File: src/rtl/core/setq_pkg.sv
`default_nettype none

package setq_pkg;

    // Default sizes of the queue
    localparam int DEPTH_DEF     = 64;
    localparam int TIME_BITS_DEF = 32;

    // Fixed payload widths on the channels
    localparam int HANDLE_W  = 16;
    localparam int TIME_IN_W = 32;
    localparam int MODE_W    = 2;
    localparam int STATUS_W  = 2;

    typedef enum logic [MODE_W-1:0] {
        MODE_ADD  = 2'd0,
        MODE_DEL  = 2'd1,
        MODE_ADJ  = 2'd2,
        MODE_TICK = 2'd3
    } mode_t;

    typedef enum logic [STATUS_W-1:0] {
        ST_OK      = 2'd0,
        ST_FULL    = 2'd1,
        ST_MISSING = 2'd2,
        ST_DUP     = 2'd3
    } status_t;

    // Result of the shared entry compare unit
    typedef struct packed {
        logic le;   // entry expiry not later than the key time
        logic hit;  // entry handle equals the key handle
    } cmp_res_t;

endpackage

`default_nettype wire

File: src/rtl/core/setq_if.sv
`default_nettype none

interface setq_cmd_if;
    import setq_pkg::*;

    logic                 valid;
    logic                 ready;
    logic [MODE_W-1:0]    mode;
    logic [HANDLE_W-1:0]  handle;
    logic [TIME_IN_W-1:0] expire_time;
    logic [TIME_IN_W-1:0] current_time;

    modport source (output valid, mode, handle, expire_time, current_time, input ready);
    modport sink   (input valid, mode, handle, expire_time, current_time, output ready);
endinterface

interface setq_rsp_if;
    import setq_pkg::*;

    logic                valid;
    logic                ready;
    logic [STATUS_W-1:0] status;
    logic                expired_valid;
    logic [HANDLE_W-1:0] expired_handle;
    logic                last;

    modport source (output valid, status, expired_valid, expired_handle, last, input ready);
    modport sink   (input valid, status, expired_valid, expired_handle, last, output ready);
endinterface

`default_nettype wire

File: src/rtl/core/setq_store.sv
`default_nettype none

module setq_store #(
    parameter int DEPTH     = setq_pkg::DEPTH_DEF,
    parameter int TIME_BITS = setq_pkg::TIME_BITS_DEF
) (
    input  wire logic                          clk,
    input  wire logic                          wr_en,
    input  wire logic [$clog2(DEPTH)-1:0]      wr_addr,
    input  wire logic [TIME_BITS-1:0]          wr_expiry,
    input  wire logic [setq_pkg::HANDLE_W-1:0] wr_handle,
    input  wire logic                          rd_en,
    input  wire logic [$clog2(DEPTH)-1:0]      rd_addr,
    output      logic [TIME_BITS-1:0]          rd_expiry,
    output      logic [setq_pkg::HANDLE_W-1:0] rd_handle
);
    import setq_pkg::*;

    logic [TIME_BITS-1:0] expiry_mem [DEPTH];
    logic [HANDLE_W-1:0]  handle_mem [DEPTH];
    logic [TIME_BITS-1:0] rd_expiry_reg;
    logic [HANDLE_W-1:0]  rd_handle_reg;

    always_ff @(posedge clk)
    begin
        if (wr_en)
        begin
            expiry_mem[wr_addr] <= wr_expiry;
            handle_mem[wr_addr] <= wr_handle;
        end
        // hold read data until the next read
        if (rd_en)
        begin
            rd_expiry_reg <= expiry_mem[rd_addr];
            rd_handle_reg <= handle_mem[rd_addr];
        end
    end

    assign rd_expiry = rd_expiry_reg;
    assign rd_handle = rd_handle_reg;

endmodule

`default_nettype wire

File: src/rtl/core/setq_cmp.sv
`default_nettype none

module setq_cmp #(
    parameter int TIME_BITS = setq_pkg::TIME_BITS_DEF
) (
    input  wire logic [TIME_BITS-1:0]          entry_expiry,
    input  wire logic [setq_pkg::HANDLE_W-1:0] entry_handle,
    input  wire logic [TIME_BITS-1:0]          key_time,
    input  wire logic [setq_pkg::HANDLE_W-1:0] key_handle,
    output      setq_pkg::cmp_res_t            res
);
    import setq_pkg::*;

    assign res.le  = (entry_expiry <= key_time);
    assign res.hit = (entry_handle == key_handle);

endmodule

`default_nettype wire

File: src/rtl/core/sorted_expiry_timer_queue_unit.sv
// Sorted expiry timer queue: up to DEPTH (handle, expiry) timers kept in
// ascending expiry order, equal expiries in arrival order.
// Channels: cmd (sink) takes one transaction per command: mode add, delete,
// adjust or tick, with handle, expire_time and current_time. rsp (source)
// returns results: status, expired_valid, expired_handle and last. Add, delete
// and adjust return one result; a tick returns one result per expired timer
// (last set on the final one), or a single empty result if nothing expired.
// Timing: cmd.ready is high only while the sequencer is idle. Add, delete and
// adjust do a search walk over the N live entries, then shift entries in the
// ring memory (up to N) one at a time. A tick examines entries from the head.
// The single read port of the entry memory paces this: the search walk reads
// one entry per cycle, a shift is a read followed by a write, and a tick reads
// and then checks each entry.
// Results go through a one-deep output register, so a new command is taken
// while the last result still waits. A stalled rsp holds the sequencer at its
// next result; nothing is dropped.
// Reset: asynchronous, active low; empties the queue (count and ring head to
// zero). The entry memory is not cleared: only live entries are ever read.
`default_nettype none

module sorted_expiry_timer_queue_unit #(
    parameter int DEPTH     = setq_pkg::DEPTH_DEF,
    parameter int TIME_BITS = setq_pkg::TIME_BITS_DEF
) (
    input wire logic  clk,
    input wire logic  rst_n,
    setq_cmd_if.sink  cmd,
    setq_rsp_if.source rsp
);
    import setq_pkg::*;

    localparam int AW = $clog2(DEPTH);     // physical memory index
    localparam int CW = $clog2(DEPTH + 1); // logical index / count
    localparam int SW = AW + 1;            // head plus logical index

    typedef enum logic [3:0] {
        S_IDLE,
        S_SEARCH,
        S_DECIDE,
        S_MOVE_RD,
        S_MOVE_WR,
        S_PLACE,
        S_REPLY,
        S_TICK_RD,
        S_TICK_CHK,
        S_TICK_END
    } state_t;

    state_t               state_reg, state_next;
    logic [AW-1:0]        head_reg, head_next;
    logic [CW-1:0]        count_reg, count_next;
    mode_t                mode_reg, mode_next;
    logic [HANDLE_W-1:0]  key_handle_reg, key_handle_next;
    logic [TIME_BITS-1:0] key_time_reg, key_time_next;

    // search walk
    logic [CW-1:0]        idx_reg, idx_next;
    logic                 cmp_valid_reg, cmp_valid_next;
    logic [CW-1:0]        cmp_idx_reg, cmp_idx_next;
    logic                 found_reg, found_next;
    logic [CW-1:0]        found_pos_reg, found_pos_next;
    logic                 gt_seen_reg, gt_seen_next;
    logic [CW-1:0]        gt_pos_reg, gt_pos_next;

    // shift walk
    logic                 up_reg, up_next;
    logic                 place_reg, place_next;
    logic [CW-1:0]        mv_idx_reg, mv_idx_next;
    logic [CW-1:0]        mv_end_reg, mv_end_next;
    status_t              status_reg, status_next;

    // tick: expired handle held back until we know whether it is the last
    logic                 pend_valid_reg, pend_valid_next;
    logic [HANDLE_W-1:0]  pend_handle_reg, pend_handle_next;

    // output register
    logic                 out_valid_reg, out_valid_next;
    status_t              out_status_reg, out_status_next;
    logic                 out_ev_reg, out_ev_next;
    logic [HANDLE_W-1:0]  out_handle_reg, out_handle_next;
    logic                 out_last_reg, out_last_next;

    // memory side
    logic                 rd_en;
    logic [CW-1:0]        rd_log;
    logic [AW-1:0]        rd_addr;
    logic [TIME_BITS-1:0] rd_expiry;
    logic [HANDLE_W-1:0]  rd_handle;
    logic                 wr_en;
    logic [CW-1:0]        wr_log;
    logic [AW-1:0]        wr_addr;
    logic [TIME_BITS-1:0] wr_expiry;
    logic [HANDLE_W-1:0]  wr_handle;

    cmp_res_t             cmp_res;
    logic                 can_emit;
    logic [CW-1:0]        q_adj;
    logic                 mv_more;

    // Map a logical queue position onto the ring memory.
    function automatic logic [AW-1:0] ring_addr(input logic [AW-1:0] head,
                                                input logic [CW-1:0] pos);
        logic [SW-1:0] sum;
        sum = SW'(head) + SW'(pos);
        if (sum >= SW'(DEPTH))
        begin
            sum = sum - SW'(DEPTH);
        end
        return sum[AW-1:0];
    endfunction

    assign rd_addr = ring_addr(head_reg, rd_log);
    assign wr_addr = ring_addr(head_reg, wr_log);

    setq_store #(
        .DEPTH     (DEPTH),
        .TIME_BITS (TIME_BITS)
    ) u_store (
        .clk       (clk),
        .wr_en     (wr_en),
        .wr_addr   (wr_addr),
        .wr_expiry (wr_expiry),
        .wr_handle (wr_handle),
        .rd_en     (rd_en),
        .rd_addr   (rd_addr),
        .rd_expiry (rd_expiry),
        .rd_handle (rd_handle)
    );

    // One compare unit serves the search walk and the tick scan.
    setq_cmp #(
        .TIME_BITS (TIME_BITS)
    ) u_cmp (
        .entry_expiry (rd_expiry),
        .entry_handle (rd_handle),
        .key_time     (key_time_reg),
        .key_handle   (key_handle_reg),
        .res          (cmp_res)
    );

    // The result slot is free when empty or being taken this cycle.
    assign can_emit = !out_valid_reg || rsp.ready;

    // Insert position for adjust, counted after the entry is taken out: the
    // old entry lies before the first later expiry exactly when its own expiry
    // is not later than the new one.
    assign q_adj = (found_reg && (found_pos_reg < gt_pos_reg)) ?
                   (gt_pos_reg - CW'(1)) : gt_pos_reg;

    assign mv_more = up_reg ? (mv_idx_reg > mv_end_reg) : (mv_idx_reg < mv_end_reg);

    always_comb
    begin
        state_next       = state_reg;
        head_next        = head_reg;
        count_next       = count_reg;
        mode_next        = mode_reg;
        key_handle_next  = key_handle_reg;
        key_time_next    = key_time_reg;
        idx_next         = idx_reg;
        cmp_valid_next   = cmp_valid_reg;
        cmp_idx_next     = cmp_idx_reg;
        found_next       = found_reg;
        found_pos_next   = found_pos_reg;
        gt_seen_next     = gt_seen_reg;
        gt_pos_next      = gt_pos_reg;
        up_next          = up_reg;
        place_next       = place_reg;
        mv_idx_next      = mv_idx_reg;
        mv_end_next      = mv_end_reg;
        status_next      = status_reg;
        pend_valid_next  = pend_valid_reg;
        pend_handle_next = pend_handle_reg;
        out_valid_next   = out_valid_reg;
        out_status_next  = out_status_reg;
        out_ev_next      = out_ev_reg;
        out_handle_next  = out_handle_reg;
        out_last_next    = out_last_reg;

        rd_en     = 1'b0;
        rd_log    = '0;
        wr_en     = 1'b0;
        wr_log    = '0;
        wr_expiry = key_time_reg;
        wr_handle = key_handle_reg;

        // drop the held result once the receiver takes it
        if (rsp.ready)
        begin
            out_valid_next = 1'b0;
        end

        case (state_reg)
            S_IDLE:
            begin
                if (cmd.valid)
                begin
                    mode_next       = mode_t'(cmd.mode);
                    key_handle_next = cmd.handle;
                    if (mode_t'(cmd.mode) == MODE_TICK)
                    begin
                        key_time_next = TIME_BITS'(cmd.current_time);
                        state_next    = S_TICK_RD;
                    end
                    else
                    begin
                        key_time_next  = TIME_BITS'(cmd.expire_time);
                        idx_next       = '0;
                        cmp_valid_next = 1'b0;
                        found_next     = 1'b0;
                        gt_seen_next   = 1'b0;
                        gt_pos_next    = count_reg;
                        state_next     = S_SEARCH;
                    end
                end
            end

            S_SEARCH:
            begin
                // issue the next read while comparing the previous one
                if (idx_reg < count_reg)
                begin
                    rd_en          = 1'b1;
                    rd_log         = idx_reg;
                    idx_next       = idx_reg + CW'(1);
                    cmp_valid_next = 1'b1;
                    cmp_idx_next   = idx_reg;
                end
                else
                begin
                    cmp_valid_next = 1'b0;
                end
                if (cmp_valid_reg)
                begin
                    if (cmp_res.hit && !found_reg)
                    begin
                        found_next     = 1'b1;
                        found_pos_next = cmp_idx_reg;
                    end
                    if (!cmp_res.le && !gt_seen_reg)
                    begin
                        gt_seen_next = 1'b1;
                        gt_pos_next  = cmp_idx_reg;
                    end
                end
                if (idx_reg >= count_reg && !cmp_valid_reg)
                begin
                    state_next = S_DECIDE;
                end
            end

            S_DECIDE:
            begin
                status_next = ST_OK;
                case (mode_reg)
                    MODE_ADD:
                    begin
                        if (found_reg)
                        begin
                            status_next = ST_DUP;
                            state_next  = S_REPLY;
                        end
                        else if (count_reg == CW'(DEPTH))
                        begin
                            status_next = ST_FULL;
                            state_next  = S_REPLY;
                        end
                        else
                        begin
                            // open a gap at the insert position, top down
                            up_next     = 1'b1;
                            place_next  = 1'b1;
                            mv_idx_next = count_reg;
                            mv_end_next = gt_pos_reg;
                            state_next  = S_MOVE_RD;
                        end
                    end
                    MODE_DEL:
                    begin
                        if (!found_reg)
                        begin
                            status_next = ST_MISSING;
                            state_next  = S_REPLY;
                        end
                        else
                        begin
                            // close the gap, bottom up
                            up_next     = 1'b0;
                            place_next  = 1'b0;
                            mv_idx_next = found_pos_reg;
                            mv_end_next = count_reg - CW'(1);
                            state_next  = S_MOVE_RD;
                        end
                    end
                    MODE_ADJ:
                    begin
                        if (!found_reg)
                        begin
                            status_next = ST_MISSING;
                            state_next  = S_REPLY;
                        end
                        else
                        begin
                            // shift only the span between old and new slot
                            up_next     = (q_adj < found_pos_reg);
                            place_next  = 1'b1;
                            mv_idx_next = found_pos_reg;
                            mv_end_next = q_adj;
                            state_next  = S_MOVE_RD;
                        end
                    end
                    default:
                    begin
                        state_next = S_IDLE;
                    end
                endcase
            end

            S_MOVE_RD:
            begin
                if (mv_more)
                begin
                    rd_en      = 1'b1;
                    rd_log     = up_reg ? (mv_idx_reg - CW'(1)) : (mv_idx_reg + CW'(1));
                    state_next = S_MOVE_WR;
                end
                else if (place_reg)
                begin
                    state_next = S_PLACE;
                end
                else
                begin
                    count_next = count_reg - CW'(1);
                    state_next = S_REPLY;
                end
            end

            S_MOVE_WR:
            begin
                wr_en       = 1'b1;
                wr_log      = mv_idx_reg;
                wr_expiry   = rd_expiry;
                wr_handle   = rd_handle;
                mv_idx_next = up_reg ? (mv_idx_reg - CW'(1)) : (mv_idx_reg + CW'(1));
                state_next  = S_MOVE_RD;
            end

            S_PLACE:
            begin
                wr_en  = 1'b1;
                wr_log = mv_end_reg;
                if (mode_reg == MODE_ADD)
                begin
                    count_next = count_reg + CW'(1);
                end
                state_next = S_REPLY;
            end

            S_REPLY:
            begin
                if (can_emit)
                begin
                    out_valid_next  = 1'b1;
                    out_status_next = status_reg;
                    out_ev_next     = 1'b0;
                    out_handle_next = '0;
                    out_last_next   = 1'b1;
                    state_next      = S_IDLE;
                end
            end

            S_TICK_RD:
            begin
                if (count_reg == '0)
                begin
                    state_next = S_TICK_END;
                end
                else
                begin
                    rd_en      = 1'b1;
                    rd_log     = '0;
                    state_next = S_TICK_CHK;
                end
            end

            S_TICK_CHK:
            begin
                if (cmp_res.le)
                begin
                    if (!pend_valid_reg || can_emit)
                    begin
                        // another one expired, so the held one is not last
                        if (pend_valid_reg)
                        begin
                            out_valid_next  = 1'b1;
                            out_status_next = ST_OK;
                            out_ev_next     = 1'b1;
                            out_handle_next = pend_handle_reg;
                            out_last_next   = 1'b0;
                        end
                        pend_valid_next  = 1'b1;
                        pend_handle_next = rd_handle;
                        head_next        = (head_reg == AW'(DEPTH - 1)) ?
                                           '0 : (head_reg + AW'(1));
                        count_next       = count_reg - CW'(1);
                        state_next       = S_TICK_RD;
                    end
                end
                else
                begin
                    state_next = S_TICK_END;
                end
            end

            S_TICK_END:
            begin
                if (can_emit)
                begin
                    out_valid_next  = 1'b1;
                    out_status_next = ST_OK;
                    out_ev_next     = pend_valid_reg;
                    out_handle_next = pend_valid_reg ? pend_handle_reg : '0;
                    out_last_next   = 1'b1;
                    pend_valid_next = 1'b0;
                    state_next      = S_IDLE;
                end
            end

            default:
            begin
                state_next = S_IDLE;
            end
        endcase
    end

    always_ff @(posedge clk or negedge rst_n)
    begin
        if (!rst_n)
        begin
            state_reg       <= S_IDLE;
            head_reg        <= '0;
            count_reg       <= '0;
            mode_reg        <= MODE_ADD;
            key_handle_reg  <= '0;
            key_time_reg    <= '0;
            idx_reg         <= '0;
            cmp_valid_reg   <= 1'b0;
            cmp_idx_reg     <= '0;
            found_reg       <= 1'b0;
            found_pos_reg   <= '0;
            gt_seen_reg     <= 1'b0;
            gt_pos_reg      <= '0;
            up_reg          <= 1'b0;
            place_reg       <= 1'b0;
            mv_idx_reg      <= '0;
            mv_end_reg      <= '0;
            status_reg      <= ST_OK;
            pend_valid_reg  <= 1'b0;
            pend_handle_reg <= '0;
            out_valid_reg   <= 1'b0;
            out_status_reg  <= ST_OK;
            out_ev_reg      <= 1'b0;
            out_handle_reg  <= '0;
            out_last_reg    <= 1'b0;
        end
        else
        begin
            state_reg       <= state_next;
            head_reg        <= head_next;
            count_reg       <= count_next;
            mode_reg        <= mode_next;
            key_handle_reg  <= key_handle_next;
            key_time_reg    <= key_time_next;
            idx_reg         <= idx_next;
            cmp_valid_reg   <= cmp_valid_next;
            cmp_idx_reg     <= cmp_idx_next;
            found_reg       <= found_next;
            found_pos_reg   <= found_pos_next;
            gt_seen_reg     <= gt_seen_next;
            gt_pos_reg      <= gt_pos_next;
            up_reg          <= up_next;
            place_reg       <= place_next;
            mv_idx_reg      <= mv_idx_next;
            mv_end_reg      <= mv_end_next;
            status_reg      <= status_next;
            pend_valid_reg  <= pend_valid_next;
            pend_handle_reg <= pend_handle_next;
            out_valid_reg   <= out_valid_next;
            out_status_reg  <= out_status_next;
            out_ev_reg      <= out_ev_next;
            out_handle_reg  <= out_handle_next;
            out_last_reg    <= out_last_next;
        end
    end

    assign cmd.ready          = (state_reg == S_IDLE);
    assign rsp.valid          = out_valid_reg;
    assign rsp.status         = out_status_reg;
    assign rsp.expired_valid  = out_ev_reg;
    assign rsp.expired_handle = out_handle_reg;
    assign rsp.last           = out_last_reg;

    // Queue never holds more than DEPTH entries.
    a_count_bound: assert property (@(posedge clk) disable iff (!rst_n)
        count_reg <= CW'(DEPTH))
        else $error("entry count above depth");

    // An add only places an entry when there is room for it.
    a_place_room: assert property (@(posedge clk) disable iff (!rst_n)
        (state_reg == S_PLACE && mode_reg == MODE_ADD) |-> count_reg < CW'(DEPTH))
        else $error("insert into a full queue");

    // Expired handles are always reported with status ok.
    a_expired_ok: assert property (@(posedge clk) disable iff (!rst_n)
        (out_valid_reg && out_ev_reg) |-> (out_status_reg == ST_OK))
        else $error("expired result with a failing status");

    // A held expired handle only lives inside the tick scan.
    a_pend_scope: assert property (@(posedge clk) disable iff (!rst_n)
        pend_valid_reg |-> (state_reg == S_TICK_RD || state_reg == S_TICK_CHK ||
                            state_reg == S_TICK_END))
        else $error("held expired handle outside tick");

endmodule

`default_nettype wire

File: src/flat_wrapper.sv
// flat-port wrapper written by rule: the top's interface ports become plain ports
module sorted_expiry_timer_queue_unit_flat import setq_pkg::*;
#(
    parameter int DEPTH     = setq_pkg::DEPTH_DEF,
    parameter int TIME_BITS = setq_pkg::TIME_BITS_DEF
)
  (clk, rst_n, cmd_valid, cmd_mode, cmd_handle, cmd_expire_time, cmd_current_time, cmd_ready, rsp_valid, rsp_status, rsp_expired_valid, rsp_expired_handle, rsp_last, rsp_ready);
  setq_cmd_if cmd_i ();
  setq_rsp_if rsp_i ();
  input wire logic clk;
  input wire logic rst_n;
  input wire logic [$bits(cmd_i.valid)-1:0] cmd_valid;
  input wire logic [$bits(cmd_i.mode)-1:0] cmd_mode;
  input wire logic [$bits(cmd_i.handle)-1:0] cmd_handle;
  input wire logic [$bits(cmd_i.expire_time)-1:0] cmd_expire_time;
  input wire logic [$bits(cmd_i.current_time)-1:0] cmd_current_time;
  output wire logic [$bits(cmd_i.ready)-1:0] cmd_ready;
  output wire logic [$bits(rsp_i.valid)-1:0] rsp_valid;
  output wire logic [$bits(rsp_i.status)-1:0] rsp_status;
  output wire logic [$bits(rsp_i.expired_valid)-1:0] rsp_expired_valid;
  output wire logic [$bits(rsp_i.expired_handle)-1:0] rsp_expired_handle;
  output wire logic [$bits(rsp_i.last)-1:0] rsp_last;
  input wire logic [$bits(rsp_i.ready)-1:0] rsp_ready;
  assign cmd_i.valid = cmd_valid;
  assign cmd_i.mode = cmd_mode;
  assign cmd_i.handle = cmd_handle;
  assign cmd_i.expire_time = cmd_expire_time;
  assign cmd_i.current_time = cmd_current_time;
  assign cmd_ready = cmd_i.ready;
  assign rsp_valid = rsp_i.valid;
  assign rsp_status = rsp_i.status;
  assign rsp_expired_valid = rsp_i.expired_valid;
  assign rsp_expired_handle = rsp_i.expired_handle;
  assign rsp_last = rsp_i.last;
  assign rsp_i.ready = rsp_ready;
  sorted_expiry_timer_queue_unit #(.DEPTH(DEPTH), .TIME_BITS(TIME_BITS)) u_core (.clk(clk), .rst_n(rst_n), .cmd(cmd_i), .rsp(rsp_i));
endmodule
File: config.mk
export PLATFORM = sky130hd
export DESIGN_NAME = sorted_expiry_timer_queue_unit_flat
export DESIGN_NICKNAME = d
export VERILOG_FILES = /design/src/rtl/core/setq_pkg.sv /design/src/rtl/core/setq_if.sv /design/src/rtl/core/setq_store.sv /design/src/rtl/core/setq_cmp.sv /design/src/rtl/core/sorted_expiry_timer_queue_unit.sv /design/src/flat_wrapper.sv
export SDC_FILE = /design/constraint.sdc
export NUM_CORES = 2
export LEC_CHECK = 0
export ABC_AREA = 1
export BUFFER_PORTS_ARGS = -buffer_cell sky130_fd_sc_hd__clkbuf_2
export CAP_MARGIN = 20
export CORE_MARGIN = 4
export CORE_UTILIZATION = 35
export CTS_CLUSTER_DIAMETER = 60
export DETAILED_ROUTE_END_ITERATION = 7
export PLACE_DENSITY = 0.55
export SLEW_MARGIN = 10
export SYNTH_ARGS = -nofsm -noshare
export SYNTH_HDL_FRONTEND = slang
export SYNTH_SLANG_ARGS = --single-unit
File: constraint.sdc
create_clock -name clk -period 10.3 [get_ports clk]
set_input_delay 2.06 -clock clk [delete_from_list [all_inputs] [get_ports clk]]
set_output_delay 2.06 -clock clk [all_outputs]
set_load 0.05 [all_outputs]
==> impl_summary.md <==
Clock tree
The CTS buffer count is 352. In this run the deepest clock path goes through 4 buffers. The H-tree was split into 5 levels. The clock latency on the worst-skew pair is 930 ps. The post-cts gate resize count is 0. After clock tree synthesis, the clock-pin slew on the worst setup and hold paths is 60 ps. The post-cts hold buffer count is 0. For this design, the sink count on the clock tree is 3274. The TritonCTS clock tree is built.

The buffer count from post-CTS setup fixing is 0. The tree is rooted in a clkbuf_16.

Yosys
After synthesis, the netlist uses 54 different library cells. The per-instance average area after synthesis is 12.4 sq um. Counting every instance in the synthesized netlist gives 10.8k. Yosys printed 0 warnings.

In the synthesized netlist the async set-or-reset flop fraction comes to 0.0470. The sequential fraction of the synthesis area is 0.728. In this run, synthesis inferred 3120 flip-flops with an integrated enable.

The top flip-flop cell by instance count after synthesis is edfxtp_1. The netlist area before placement is 134000 sq um. Synthesis produced a netlist with a net count of 10.9k. Counting flops and latches in the post-synthesis netlist gives 3274.

Place
The congestion estimate from routability-driven global placement came to 0.858. The count of buffers added on input and output ports is 107. Detailed placement ended at an HPWL of 219000 um.

Job
The count of max-cap constraint violations is 0.

Drt
In the final routed layout, each cell accounts on average for 26.9 um. The number of design-rule violations left by the first detailed-router iteration is 11.6k. The detailed-route vias per instance is 5.58. For this run, design rule violations remaining after detail routing come to 0.

The final antenna-violating net count is 0. The final route contains 89.3k vias. The count of TritonRoute iterations in the first routing pass is 8. The wire length reported by the detailed router is 431000 um.

Layout
In the final layout, the share of cells above drive strength 1 is 0.0878. The register with the most flip-flops is u_core.u_store.expiry_mem. For this run, the post-layout net count is 10.9k. The largest registers in the layout are u_core.u_store.expiry_mem (2048), u_core.u_store.handle_mem (1024). The area growth from synthesis to layout is 13.3%.

The flip-flop count of the largest register, all copies and words added is 2048.

Timing
The final-report hold violation count is 0. The relative slew slack is 0.0862. Of the available clock period, the critical path in the final layout requires 0.655. The number of slew-limit violations in the final report is 0.

Setup violations remaining at the end of the flow were counted as 0. The measured slew at the worst slew-check pin is 1370 ps. The worst path in the final design needs a cycle of 6750 ps, including I/O delays and setup. The timing-limited maximum frequency is 148 MHz.

For the final routed database, the setup TNS stands at 0 ps. The worst clock skew is 49.5 ps. Setup repair after global routing left no endpoint under its margin.

Floorplanning
The full die area is 393000 sq um. 108 I/O pins were placed. The die height is 627 um. The area of the placeable core is 380000 sq um. The number of standard-cell rows in the floorplan is 226. The horizontal extent of the die is 627 um. The initial utilization of the core area, before any placement, comes to 0.352.

Worst setup path
The kind of end point of the critical path is a register. The top fanout value on the critical path is 188. The worst endpoint data arrival time is 7530 ps. The critical path in this run is classified as register to register. The required time of the worst setup path is 11080 ps. The kind of start point of the critical path is a register.

Global route
For this run, the total global-route usage over all layers was measured as 0.212. The via count of the first global-routing pass is 85.0k. The wire length of the first global-routing pass is 613000 um. The number of antenna violations at the first check in global routing is 9. The overall overflow remaining after global route is 0. The largest net degree at the start of global routing is 214.

Worst hold path
The type of the most critical hold path is register to register.

Outcome
The run finished with clean final reports.
[synth_stat cells, drive strengths merged, types with 8 or more instances]
| cell | count | share of area |
|---|---|---|
| clkbuf | 437 | 0.012 |
| buf | 297 | 0.012 |
| o211ai | 772 | 0.043 |
| o31ai | 35 | 0.0020 |
| inv | 183 | 0.0051 |
| o22ai | 8 | 0.00042 |
| xor2 | 30 | 0.0022 |
| nand4 | 41 | 0.0019 |
| nand2 | 510 | 0.014 |
| nor3 | 8 | 0.00034 |
| o2111a | 16 | 0.0013 |
| edfxtp | 3120 | 0.70 |
| or2 | 50 | 0.0023 |
| a21oi | 158 | 0.0059 |
| nand3 | 573 | 0.022 |
| ha | 83 | 0.0078 |
| xnor2 | 8 | 0.00052 |
| dfrtp | 154 | 0.029 |
| nor2 | 2513 | 0.071 |
| and2 | 48 | 0.0022 |
| o21ai | 1698 | 0.063 |
[critical path, stage by stage (launching register included)]
cell and delay [ps]:
dfrtp_1 420, inv_2 280, nor2_2 100, nand2_1 550, inv_2 100, nand3_2 160, inv_2 140, nand2_1 110
o21ai_0 150, ha_4 210, fa_4 1280, buf_12 570, buf_4 670, o21ai_0 230, o211ai_1 220, nand3_1 110
nand3_1 110, and2_1 210, nand3_1 380, nand2_1 230
[layer usage]
layer | vias to the layer above | share of wire | global-route usage
li1 | 39200 | - | -
met1 | 45200 | 0.41 | 0.291
met2 | 4097 | 0.47 | 0.341
met3 | 787 | 0.081 | 0.0299
met4 | 0 | 0.041 | 0.0808
met5 | - | 0 | 0
[through the flow]
stage / worst slack (ps) / cell area [sq um] / hold slack (ps) / cells / util
4_1_cts: 3730 / 152000 / 479 / 16000 / 0.399
3_5_place_dp: 3780 / 140000 / 465 / 15400 / 0.370
2_1_floorplan: 5110 / 134000 / 449 / 10800 / -
3_3_place_gp: 3800 / 140000 / 469 / 15400 / 0.369
6_report: 3550 / 152000 / 477 / 16000 / 0.399
5_1_grt: 3200 / 152000 / 502 / 16000 / 0.399
[cell usage in the layout, fill, tap and decap left out, drive strengths merged, types with 50 or more instances in the layout]
master	Yosys	routed
buf	297	208
clkbuf	437	536
nand3	573	573
clkinv	2	133
nor2	2513	2513
a21oi	158	158
inv	183	205
nand2	510	510
edfxtp	3120	3120
or2	50	50
dfrtp	154	154
ha	83	83
o21ai	1698	1698
o211ai	772	772
[layout make-up]
cell class,instances,area (sq um)
repair buffers,314,2470
fillers,35500,228000
clock inverters,201,2010
multi-input cells,6579,33500
clock buffers,430,9230
well taps,5016,6280
inverters,185,733
flip-flops and latches,3274,97500
diodes,4,10.0
[final timing paths]
| check | from | endpoint | slack (ps) | depth (start not counted) |
|---|---|---|---|---|
| max | u_core.state_reg[0] | u_core.u_store.rd_expiry[2] | 3550 | 19 |
| min | u_core.rsp.expired_handle[7] | u_core.rsp.expired_handle[7] | 480 | 2 |
| max reg2reg | u_core.state_reg[0] | u_core.u_store.rd_expiry[2] | 3550 | 19 |
| min reg2reg | u_core.rsp.expired_handle[7] | u_core.rsp.expired_handle[7] | 480 | 2 |
| max in group asynchronous | rst_n | u_core.key_time_reg[27] | 7600 | 2 |
| min in group asynchronous | rst_n | u_core.key_handle_reg[6] | 1210 | 1 |
[kinds of logic after synthesis]
logic type / share of synthesized area
AO/OA/AOI/OAI: 0.118
XOR/XNOR: 0.00271
adder cells (fa/ha/maj): 0.00820
buffers and inverters: 0.0299
flip-flops: 0.728
AND/OR/NAND/NOR: 0.113
Power is left out: the tool's default activity adds up to more than one toggle a clock period on the data nets, which glitch-free logic cannot reach.
